$ cat config.mk
export PLATFORM = sky130hd
export DESIGN_NAME = kahn_topological_sort_flat
export DESIGN_NICKNAME = d
export VERILOG_FILES = /design/src/sv/kts_pkg.sv /design/src/sv/kts_if.sv /design/src/sv/kts_edge_mem.sv /design/src/sv/kts_node_mem.sv /design/src/sv/kahn_topological_sort.sv /design/src/flat_wrapper.sv
export SDC_FILE = /design/constraint.sdc
export NUM_CORES = 2
export LEC_CHECK = 0
export ABC_CLOCK_PERIOD_IN_PS = 11280
export BUFFER_PORTS_ARGS = -buffer_cell sky130_fd_sc_hd__clkbuf_2
export CAP_MARGIN = 20
export CORE_AREA = 2 2 505 507
export DETAILED_ROUTE_END_ITERATION = 10
export DIE_AREA = 0 0 507 509
export GPL_TIMING_DRIVEN = 1
export MAX_ROUTING_LAYER = met4
export PLACE_DENSITY = 0.79
export SLEW_MARGIN = 40
export SYNTH_ARGS = -nofsm -noshare
export SYNTH_HDL_FRONTEND = slang
export SYNTH_HIERARCHICAL = 1
export SYNTH_SLANG_ARGS = --single-unit
$ cat constraint.sdc
create_clock -name clk -period 11.28 [get_ports clk]
set_input_delay 1.692 -clock clk [delete_from_list [all_inputs] [get_ports clk]]
set_output_delay 1.692 -clock clk [all_outputs]
set_load 0.005 [all_outputs]
$ cat src/sv/kts_pkg.sv
// Package: constants and types shared by the topological sort block.
package kts_pkg;
  localparam int MaxNodes = 64;
  localparam int MaxEdges = 256;
  localparam int NodeW = 6;
  localparam int EdgeW = 8;
  localparam int CntW = 9;

  typedef enum logic [1:0] {
    ST_OK      = 2'd0,
    ST_CYCLE   = 2'd1,
    ST_DROPPED = 2'd2
  } status_t;

  typedef enum logic {
    FN_EDGE   = 1'b0,
    FN_FINISH = 1'b1
  } func_t;
endpackage

$ cat src/sv/kts_if.sv
// Interfaces: valid/ready channels for edge and finish items and for order items.
interface kts_in_if;
  import kts_pkg::*;
  logic                    valid;
  logic                    ready;
  logic                    func;
  logic [NodeW-1:0] dependent_node;
  logic [NodeW-1:0] prerequisite_node;
  modport source(output valid, func, dependent_node, prerequisite_node, input ready);
  modport sink(input valid, func, dependent_node, prerequisite_node, output ready);
endinterface

interface kts_out_if;
  import kts_pkg::*;
  logic             valid;
  logic             ready;
  logic [NodeW-1:0] node;
  logic [1:0]       status;
  logic             last;
  modport source(output valid, node, status, last, input ready);
  modport sink(input valid, node, status, last, output ready);
endinterface

$ cat src/sv/kts_edge_mem.sv
// Edge store: one write port, one registered read port.
module kts_edge_mem
  import kts_pkg::*;
(
  input  logic             clk,
  input  logic             we,
  input  logic [EdgeW-1:0] waddr,
  input  logic [NodeW-1:0] wsrc,
  input  logic [NodeW-1:0] wdst,
  input  logic [EdgeW-1:0] raddr,
  output logic [NodeW-1:0] rsrc,
  output logic [NodeW-1:0] rdst
);
  logic [2*NodeW-1:0] mem [MaxEdges];

  always_ff @(posedge clk) begin
    if (we) begin
      mem[waddr] <= {wsrc, wdst};
    end
    {rsrc, rdst} <= mem[raddr];
  end
endmodule

$ cat src/sv/kts_node_mem.sv
// Node store: indegree counts indexed by node, and one array that serves as ready queue and order list, in flops.
module kts_node_mem
  import kts_pkg::*;
(
  input  logic             clk,
  input  logic             deg_we,
  input  logic [NodeW-1:0] deg_waddr,
  input  logic [CntW-1:0]  deg_wdata,
  input  logic [NodeW-1:0] deg_raddr,
  output logic [CntW-1:0]  deg_rdata,
  input  logic             q_we,
  input  logic [NodeW-1:0] q_waddr,
  input  logic [NodeW-1:0] q_wdata,
  input  logic [NodeW-1:0] q_raddr,
  output logic [NodeW-1:0] q_rdata
);
  logic [CntW-1:0]  deg [MaxNodes];
  logic [NodeW-1:0] q   [MaxNodes];

  always_ff @(posedge clk) begin
    if (deg_we) begin
      deg[deg_waddr] <= deg_wdata;
    end
    deg_rdata <= deg[deg_raddr];
    if (q_we) begin
      q[q_waddr] <= q_wdata;
    end
    q_rdata <= q[q_raddr];
  end
endmodule

$ cat src/sv/kahn_topological_sort.sv
// Top level: Kahn topological sort over stored edges.
// Edge items are taken one per cycle while in load and only stored (an out-of-range
// edge or one past the store's capacity is flagged as dropped); indegrees are rebuilt
// at finish. A finish item runs a check pass over the E stored edges, clears the
// indegree store and, unless an edge was dropped, counts indegrees and seeds the queue.
// Each ordered node is then popped and all E stored edges are scanned for it (one
// edge-store read per cycle). The order streams out while the receiver keeps up, or a
// dropped or cycle status is sent, and a wipe of the indegree store follows. Input is
// not taken again until the last result item of the run has been accepted.
module kahn_topological_sort
  import kts_pkg::*;
(
  input  logic       clk,
  input  logic       rst,
  input  logic       cfg_we,
  input  logic [6:0] cfg_wdata,
  kts_in_if.sink     in_ch,
  kts_out_if.source  out_ch
);
  typedef enum logic [8:0] {
    S_LOAD  = 9'b000000001,
    S_CHECK = 9'b000000010,
    S_CLEAR = 9'b000000100,
    S_COUNT = 9'b000001000,
    S_SEED  = 9'b000010000,
    S_POP   = 9'b000100000,
    S_SCAN  = 9'b001000000,
    S_EMIT  = 9'b010000000,
    S_WIPE  = 9'b100000000
  } state_t;

  state_t state;
  logic [6:0] num_nodes;
  logic [6:0] n_lim;
  logic [CntW-1:0] edge_total;
  logic dropped;
  logic [CntW-1:0] e_ptr;
  logic [6:0] i_ptr;
  logic [6:0] head, tail, count;
  logic [NodeW-1:0] cur;
  logic sub;  // pipeline phase within a node or edge step
  logic [1:0] pv;  // count/scan pipeline valid bits
  logic [NodeW-1:0] pend_node;
  logic [CntW-1:0] pend_val;
  logic pend_v;

  always_comb begin
    if (num_nodes == 7'd0) n_lim = 7'd1;
    else if (num_nodes > 7'(MaxNodes)) n_lim = 7'(MaxNodes);
    else n_lim = num_nodes;
  end

  logic             e_we;
  logic [EdgeW-1:0] e_raddr;
  logic [NodeW-1:0] e_src, e_dst;
  logic             d_we;
  logic [NodeW-1:0] d_waddr, d_raddr;
  logic [CntW-1:0]  d_wdata, d_rdata;
  logic             q_we;
  logic [NodeW-1:0] q_waddr, q_wdata, q_raddr, q_rdata;

  kts_edge_mem u_edge (
    .clk(clk), .we(e_we), .waddr(edge_total[EdgeW-1:0]),
    .wsrc(in_ch.prerequisite_node), .wdst(in_ch.dependent_node),
    .raddr(e_raddr), .rsrc(e_src), .rdst(e_dst)
  );
  kts_node_mem u_node (
    .clk(clk), .deg_we(d_we), .deg_waddr(d_waddr), .deg_wdata(d_wdata),
    .deg_raddr(d_raddr), .deg_rdata(d_rdata), .q_we(q_we), .q_waddr(q_waddr),
    .q_wdata(q_wdata), .q_raddr(q_raddr), .q_rdata(q_rdata)
  );

  logic in_fire, edge_ok;
  assign in_ch.ready = (state == S_LOAD);
  assign in_fire = in_ch.valid && in_ch.ready;
  assign edge_ok = ({1'b0, in_ch.dependent_node} < n_lim) &&
                   ({1'b0, in_ch.prerequisite_node} < n_lim) &&
                   (edge_total < CntW'(MaxEdges));
  assign e_we = in_fire && (in_ch.func == FN_EDGE) && edge_ok;

  // Degree pipeline stage registers for count and scan: stage1 edge read, stage2 deg read.
  logic s1_hit;
  logic [NodeW-1:0] s1_t;
  logic [CntW-1:0] deg_fwd;
  logic [CntW-1:0] deg_dec;
  assign deg_fwd = (pend_v && pend_node == s1_t) ? pend_val : d_rdata;
  assign deg_dec = deg_fwd - CntW'(1);

  // Memory address/write muxing.
  always_comb begin
    e_raddr = e_ptr[EdgeW-1:0];
    d_raddr = in_ch.dependent_node;
    d_we = 1'b0;
    d_waddr = pend_node;
    d_wdata = pend_val;
    q_we = 1'b0;
    q_waddr = tail[NodeW-1:0];
    q_wdata = i_ptr[NodeW-1:0];
    q_raddr = head[NodeW-1:0];
    unique case (state)
      S_LOAD: ;
      S_CHECK: d_raddr = i_ptr[NodeW-1:0];
      S_CLEAR: begin
        d_we = 1'b1;
        d_waddr = i_ptr[NodeW-1:0];
        d_wdata = '0;
      end
      S_COUNT: begin
        d_raddr = e_dst;
        d_we = pv[1];
        d_waddr = s1_t;
        d_wdata = deg_fwd + CntW'(1);
      end
      S_SEED: begin
        d_raddr = i_ptr[NodeW-1:0];
        q_we = sub && (d_rdata == '0) && (i_ptr < n_lim);
      end
      S_POP: q_raddr = head[NodeW-1:0];
      S_SCAN: begin
        d_raddr = e_dst;
        d_we = pv[1] && s1_hit && (deg_fwd != '0);
        d_waddr = s1_t;
        d_wdata = deg_dec;
        q_we = s1_hit && pv[1] && (deg_fwd != '0) && (deg_dec == '0);
        q_wdata = s1_t;
      end
      S_EMIT: q_raddr = i_ptr[NodeW-1:0];
      S_WIPE: begin
        d_we = 1'b1;
        d_waddr = i_ptr[NodeW-1:0];
        d_wdata = '0;
      end
      default: ;
    endcase
  end

  // Output register.
  logic ov;
  logic [NodeW-1:0] onode;
  logic [1:0] ostat;
  logic olast;
  logic emit_rd;  // q_rdata holds the next order entry
  assign out_ch.valid = ov;
  assign out_ch.node = onode;
  assign out_ch.status = ostat;
  assign out_ch.last = olast;

  always_ff @(posedge clk) begin
    if (rst) begin
      state <= S_LOAD;
      num_nodes <= 7'(MaxNodes);
      edge_total <= '0;
      dropped <= 1'b0;
      pend_v <= 1'b0;
      ov <= 1'b0;
      pv <= '0;
      i_ptr <= '0;
      e_ptr <= '0;
      head <= '0;
      tail <= '0;
      count <= '0;
      sub <= 1'b0;
      emit_rd <= 1'b0;
    end else begin
      if (cfg_we) num_nodes <= cfg_wdata;
      if (ov && out_ch.ready) ov <= 1'b0;
      pend_v <= 1'b0;
      unique case (state)
        S_LOAD: begin
          if (in_fire) begin
            if (in_ch.func == FN_EDGE) begin
              if (edge_ok) edge_total <= edge_total + CntW'(1);
              else dropped <= 1'b1;
            end else begin
              state <= S_CHECK;
              e_ptr <= '0;
              i_ptr <= '0;
              sub <= 1'b0;
            end
          end
        end
        S_CHECK: begin
          // stage: read edge at e_ptr, check it in the next cycle
          if (sub && ({1'b0, e_src} >= n_lim || {1'b0, e_dst} >= n_lim)) dropped <= 1'b1;
          if (e_ptr < edge_total) begin
            e_ptr <= e_ptr + CntW'(1);
            sub <= 1'b1;
          end else if (sub) begin
            sub <= 1'b0;
          end else begin
            state <= S_CLEAR;
            i_ptr <= '0;
          end
        end
        S_CLEAR: begin
          i_ptr <= i_ptr + 7'd1;
          if (i_ptr == 7'(MaxNodes - 1)) begin
            i_ptr <= '0;
            e_ptr <= '0;
            pv <= '0;
            if (dropped) begin
              onode <= '0; ostat <= ST_DROPPED; olast <= 1'b1; ov <= 1'b1;
              state <= S_WIPE;
            end else state <= S_COUNT;
          end
        end
        S_COUNT: begin
          // pv[0]: edge read issued; pv[1]: deg read issued
          pv <= {pv[0], e_ptr < edge_total};
          if (e_ptr < edge_total) e_ptr <= e_ptr + CntW'(1);
          s1_t <= e_dst;
          if (pv[1]) begin
            pend_v <= 1'b1;
            pend_node <= s1_t;
            pend_val <= deg_fwd + CntW'(1);
          end
          if (pv[0]) s1_hit <= 1'b1;
          if (!pv[0] && !pv[1] && e_ptr >= edge_total && e_ptr != '0 ||
              (edge_total == '0)) begin
            state <= S_SEED; i_ptr <= '0; sub <= 1'b0; tail <= '0; head <= '0;
            count <= '0;
          end
        end
        S_SEED: begin
          if (!sub) sub <= 1'b1;
          else begin
            sub <= 1'b0;
            if ((d_rdata == '0) && (i_ptr < n_lim)) tail <= tail + 7'd1;
            i_ptr <= i_ptr + 7'd1;
            if (i_ptr == 7'(MaxNodes - 1)) begin
              state <= S_POP; sub <= 1'b0;
            end
          end
        end
        S_POP: begin
          if (!sub) begin
            if (head < tail) sub <= 1'b1;
            else if (count != n_lim) begin
              onode <= '0; ostat <= ST_CYCLE; olast <= 1'b1; ov <= 1'b1;
              state <= S_WIPE; i_ptr <= '0;
            end else begin
              state <= S_EMIT; i_ptr <= '0; emit_rd <= 1'b0;
            end
          end else begin
            sub <= 1'b0;
            cur <= q_rdata;
            head <= head + 7'd1;
            count <= count + 7'd1;
            e_ptr <= '0;
            pv <= '0;
            state <= S_SCAN;
          end
        end
        S_SCAN: begin
          pv <= {pv[0], e_ptr < edge_total};
          if (e_ptr < edge_total) e_ptr <= e_ptr + CntW'(1);
          s1_t <= e_dst;
          s1_hit <= (e_src == cur);
          if (pv[1] && s1_hit && deg_fwd != '0) begin
            pend_v <= 1'b1;
            pend_node <= s1_t;
            pend_val <= deg_dec;
            if (deg_dec == '0) tail <= tail + 7'd1;
          end
          if (!pv[0] && !pv[1] && e_ptr >= edge_total) begin
            state <= S_POP; sub <= 1'b0;
          end
        end
        S_EMIT: begin
          if (!ov || out_ch.ready) begin
            if (emit_rd) begin
              onode <= q_rdata; ostat <= ST_OK;
              olast <= (i_ptr + 7'd1 == count); ov <= 1'b1;
              emit_rd <= 1'b0;
              if (i_ptr + 7'd1 == count) begin
                state <= S_WIPE; i_ptr <= '0;
              end else begin
                i_ptr <= i_ptr + 7'd1;
              end
            end else begin
              emit_rd <= 1'b1;
            end
          end
        end
        S_WIPE: begin
          // wipe the indegree store, then hold here until the last result item has left
          if (i_ptr != 7'(MaxNodes)) i_ptr <= i_ptr + 7'd1;
          else if (!ov) begin
            edge_total <= '0; dropped <= 1'b0; state <= S_LOAD; i_ptr <= '0;
          end
        end
        default: state <= S_LOAD;
      endcase
    end
  end

  assert property (@(posedge clk) disable iff (rst)
    in_ch.ready |-> !ov || state == S_LOAD)
    else $error("input taken outside load");
  assert property (@(posedge clk) disable iff (rst)
    (ov && out_ch.ready && out_ch.last) |=> state == S_WIPE || state == S_LOAD)
    else $error("last item before wipe");
  assert property (@(posedge clk) disable iff (rst)
    tail <= 7'(MaxNodes))
    else $error("queue overflow");
endmodule
$ cat src/flat_wrapper.sv
// flat-port wrapper written by rule: the top's interface ports become plain ports
module kahn_topological_sort_flat import kts_pkg::*;
  (clk, rst, cfg_we, cfg_wdata, in_ch_valid, in_ch_func, in_ch_dependent_node, in_ch_prerequisite_node, in_ch_ready, out_ch_valid, out_ch_node, out_ch_status, out_ch_last, out_ch_ready);
  kts_in_if in_ch_i ();
  kts_out_if out_ch_i ();
  input  logic clk;
  input  logic rst;
  input  logic cfg_we;
  input  logic [6:0] cfg_wdata;
  input wire logic [$bits(in_ch_i.valid)-1:0] in_ch_valid;
  input wire logic [$bits(in_ch_i.func)-1:0] in_ch_func;
  input wire logic [$bits(in_ch_i.dependent_node)-1:0] in_ch_dependent_node;
  input wire logic [$bits(in_ch_i.prerequisite_node)-1:0] in_ch_prerequisite_node;
  output wire logic [$bits(in_ch_i.ready)-1:0] in_ch_ready;
  output wire logic [$bits(out_ch_i.valid)-1:0] out_ch_valid;
  output wire logic [$bits(out_ch_i.node)-1:0] out_ch_node;
  output wire logic [$bits(out_ch_i.status)-1:0] out_ch_status;
  output wire logic [$bits(out_ch_i.last)-1:0] out_ch_last;
  input wire logic [$bits(out_ch_i.ready)-1:0] out_ch_ready;
  assign in_ch_i.valid = in_ch_valid;
  assign in_ch_i.func = in_ch_func;
  assign in_ch_i.dependent_node = in_ch_dependent_node;
  assign in_ch_i.prerequisite_node = in_ch_prerequisite_node;
  assign in_ch_ready = in_ch_i.ready;
  assign out_ch_valid = out_ch_i.valid;
  assign out_ch_node = out_ch_i.node;
  assign out_ch_status = out_ch_i.status;
  assign out_ch_last = out_ch_i.last;
  assign out_ch_i.ready = out_ch_ready;
  kahn_topological_sort u_core (.clk(clk), .rst(rst), .cfg_we(cfg_we), .cfg_wdata(cfg_wdata), .in_ch(in_ch_i), .out_ch(out_ch_i));
endmodule
==> metrics.txt <==
status=finished clean; path category of the worst min-delay check=reg2reg; clk_skew=0.06431 ns; CP endpoint kind=flop; post-CTS setup buffer count=0; Starting Density=64.75%; final weighted congestion in routability-driven placement=0.9553; synth unique cells=106; Design Area, Final=181400 um^2; H-tree depth=5; Overflow after GRT=0; Worst setup SP type=flop; vias per inst=7.283; setup violators final=0; Port Buffers=35; vias in the first global route=around 86000; Max-slew headroom=33.93%; WL/cell=35.42 um; standard-cell rows=between 150 and 200; Hold Buf Count CTS=0; DP Area=167800 um^2; DPL Wire Length=240600 um; core area=252800 um^2; Async SR Flop Fraction=0%; largest net degree at the start of global routing=148; Area Growth Syn to Fin=10.82%; RSZ-0062 raised after global routing=false; Die Height=509 um; Fin. Hold Viols=0; Tmin final=6.080 ns; Post-synth top flop=edfxtp_1; Post-Route Utilization=71.76%; maxcap violations=0; Worst Tran Pin Value=0.9883 ns; Synth warnings=6; commonest cells after routing, fill and taps aside=edfxtp_1 (4069), mux4_2 (866), clkbuf_16 (412), nor2_2 (316), mux2i_1 (283); Iter 0 DRT Violations=around 14000; Clk Tree Root Cell=clkbuf_16; Slew Limit Fails=0; number of flops mapped to enable cells by yosys=4069; nets@finish=8326; PD cells=around 180 nW/um^2; Cells after Synth=~8100; synthesized area per cell=20.19 um^2; cells on worst reg2reg path=15; hold path cells=0; syn nets=8186; worst vdd ir=0.2162 mV; gr usage total=33.95%; die area=258100 um^2; maximum root-to-sink buffer count=4; initial antenna violation count=8; post-cts sizing count=0; via count=86932; leakage power=around 55 nW; synthesis-stage register bit count=approximately 4200; global-route wire length before repair=609700 um; Antenna Nets Post-Route=0; clock insertion delay at the later pin of the skew report=between 1 and 1.5 ns; First-pass DRT Iterations=6; Worst EP required=11.87 ns; Data arrival, critical path=6.67 ns; layout cell share with drive strength beyond 1=25.18%; Remaining DRCs=0; commonest non-fill, non-tap cell in the layout=edfxtp_1; clock-pin slew on the worst setup and hold paths=~0.060 ns; num ports=36; Post-Syn Area=163700 um^2; Crit Path Max Fanout=17; cts bufs inserted=between 400 and 500; CP Class=reg2reg; # clock sinks=4165; maximum operating frequency=~0.16 GHz; Total Neg Setup Slack=0 ns; Seq/Total Area, Yosys=between 70% and 80%; Total Wirelength=422800 um; DIE WIDTH=507 um; Tcrit/Tclk final=between 50 and 60%; TritonCTS clock tree=done
-- where the power goes --
group          switching (W)  total [W]  leakage (nW)  internal (W)
sequential         0.0000746     0.0171          37.8        0.0170
clock                0.00570     0.0134          6.35       0.00768
combinational        0.00124    0.00202          10.5      0.000783
total                0.00702     0.0325          54.7        0.0255
-- state kept, by name (all words and copies together) (netlist names), 7 cells and up --
name / flops
u_core/edge_total: 9
u_core/pend_val: 9
u_core/u_node/q: 384
u_core/u_edge/mem: 3072
u_core/i_ptr: 7
u_core/u_node/deg: 576
u_core/state: 9
u_core/e_ptr: 9
u_core/head: 7
u_core/count: 7
u_core/num_nodes: 7
u_core/tail: 7
u_core/u_node/deg_rdata: 9
-- cell type report --
cell class                      instances  area, um^2
Clock inverter                        236        2278
Fill cell                           13712       71380
Inverter                               43       162.7
Antenna cell                           11       27.53
Multi-Input combinational cell       3434       38020
Clock buffer                          484       10690
Sequential cell                      4165      124100
Timing Repair Buffer                  198        1873
Tap cell                             3366        4212
-- layer usage --
layer / vias to the layer above / track usage [%] / part of all wire (%)
met5: - / - / 0
met4: 0 / 14.09 / 4.7
met3: 1108 / 8.037 / 13
met2: 7470 / 50.65 / 47
met1: 44339 / 45.85 / 35
li1: 34015 / - / -
-- Yosys cell counts (11+ instances only) --
cell	number	area [um^2]
o22a_1	14	122.6
buf_6	43	484.2
inv_1	39	146.4
buf_1	24	90.09
o32ai_1	12	105.1
buf_12	17	340.3
clkbuf_1	208	780.8
a22oi_1	238	1787
mux2_2	37	416.7
nor3_1	68	340.3
o221ai_1	70	613.1
nand2b_1	35	219.0
o211ai_1	29	217.7
mux2i_1	283	2833
a21oi_1	177	885.9
nand4_1	47	294.0
nor2b_1	58	362.9
nand3b_1	20	150.1
dfxtp_1	96	1922
a22o_1	23	201.4
o22ai_1	125	782.0
buf_8	16	240.2
and2_1	11	68.82
buf_4	51	382.9
nor4_1	50	312.8
or3_1	17	106.4
mux4_2	866	19500
a221oi_1	20	175.2
o21ai_0	67	335.3
nand2_1	154	578.1
nor2_1	530	1989
nand3_1	78	390.4
and3_1	17	106.4
edfxtp_1	4069	122200
buf_2	103	515.5
a31oi_1	34	212.7
xnor2_1	38	332.8
xor2_1	32	280.3
ha_1	56	700.7
or2_2	13	81.33
a211oi_1	36	270.3
-- stage by stage --
| step | setup WS [ns] | instances | total power, W | hold slack (ns) |
|---|---|---|---|---|
| after global placement | 3.735 | 11185 | 0.01930 | 0.4674 |
| after CTS | 5.423 | 11919 | 0.03251 | 0.4873 |
| after global routing | 4.983 | 11932 | 0.03320 | 0.4926 |
| final | 5.200 | 11937 | 0.03248 | 0.4944 |
| after floorplan | 5.550 | 8105 | 0.01875 | 0.4000 |
| after detailed placement | 4.430 | 11199 | 0.01935 | 0.4592 |
-- worst paths after layout --
| check | startpoint | endpoint | slack [ns] |
|---|---|---|---|
| worst min-delay path | u_core/u_node/q_rdata[0] | u_core/cur[0] | 0.49 |
| worst max-delay path | u_core/s1_t[2] | u_core/u_node/q[5][3] | 5.20 |
| worst min register to register | u_core/u_node/q_rdata[0] | u_core/cur[0] | 0.49 |
| worst max register to register | u_core/s1_t[2] | u_core/u_node/q[5][3] | 5.20 |
-- critical path: stages (launching register included) --
cell and delay (ns):
edfxtp_1 0.45, xor2_1 0.19, or3_4 0.45, nor2_8 0.34, mux2i_1 0.43, ha_1 0.34, nor3b_1 0.35, nand2_1 0.12
xor2_1 0.15, mux2_2 0.23, and4_4 0.25, nand4_1 0.12, o21bai_2 0.73, nor2b_1 0.37, nand3_1 0.48, nor2_1 0.68
-- kinds of logic after synthesis --
| group | count (synthesis) | synth area share, % |
|---|---|---|
| compound gates | 949 | 4.056 |
| simple gates | 1158 | 3.429 |
| xor+xnor | 71 | 0.3883 |
| mux | 1200 | 14.04 |
| fa+ha+maj | 56 | 0.4281 |
| buf+inv | 506 | 1.834 |
| flops | 4165 | 75.83 |
Note: power is estimated with default switching activity, not from simulation.
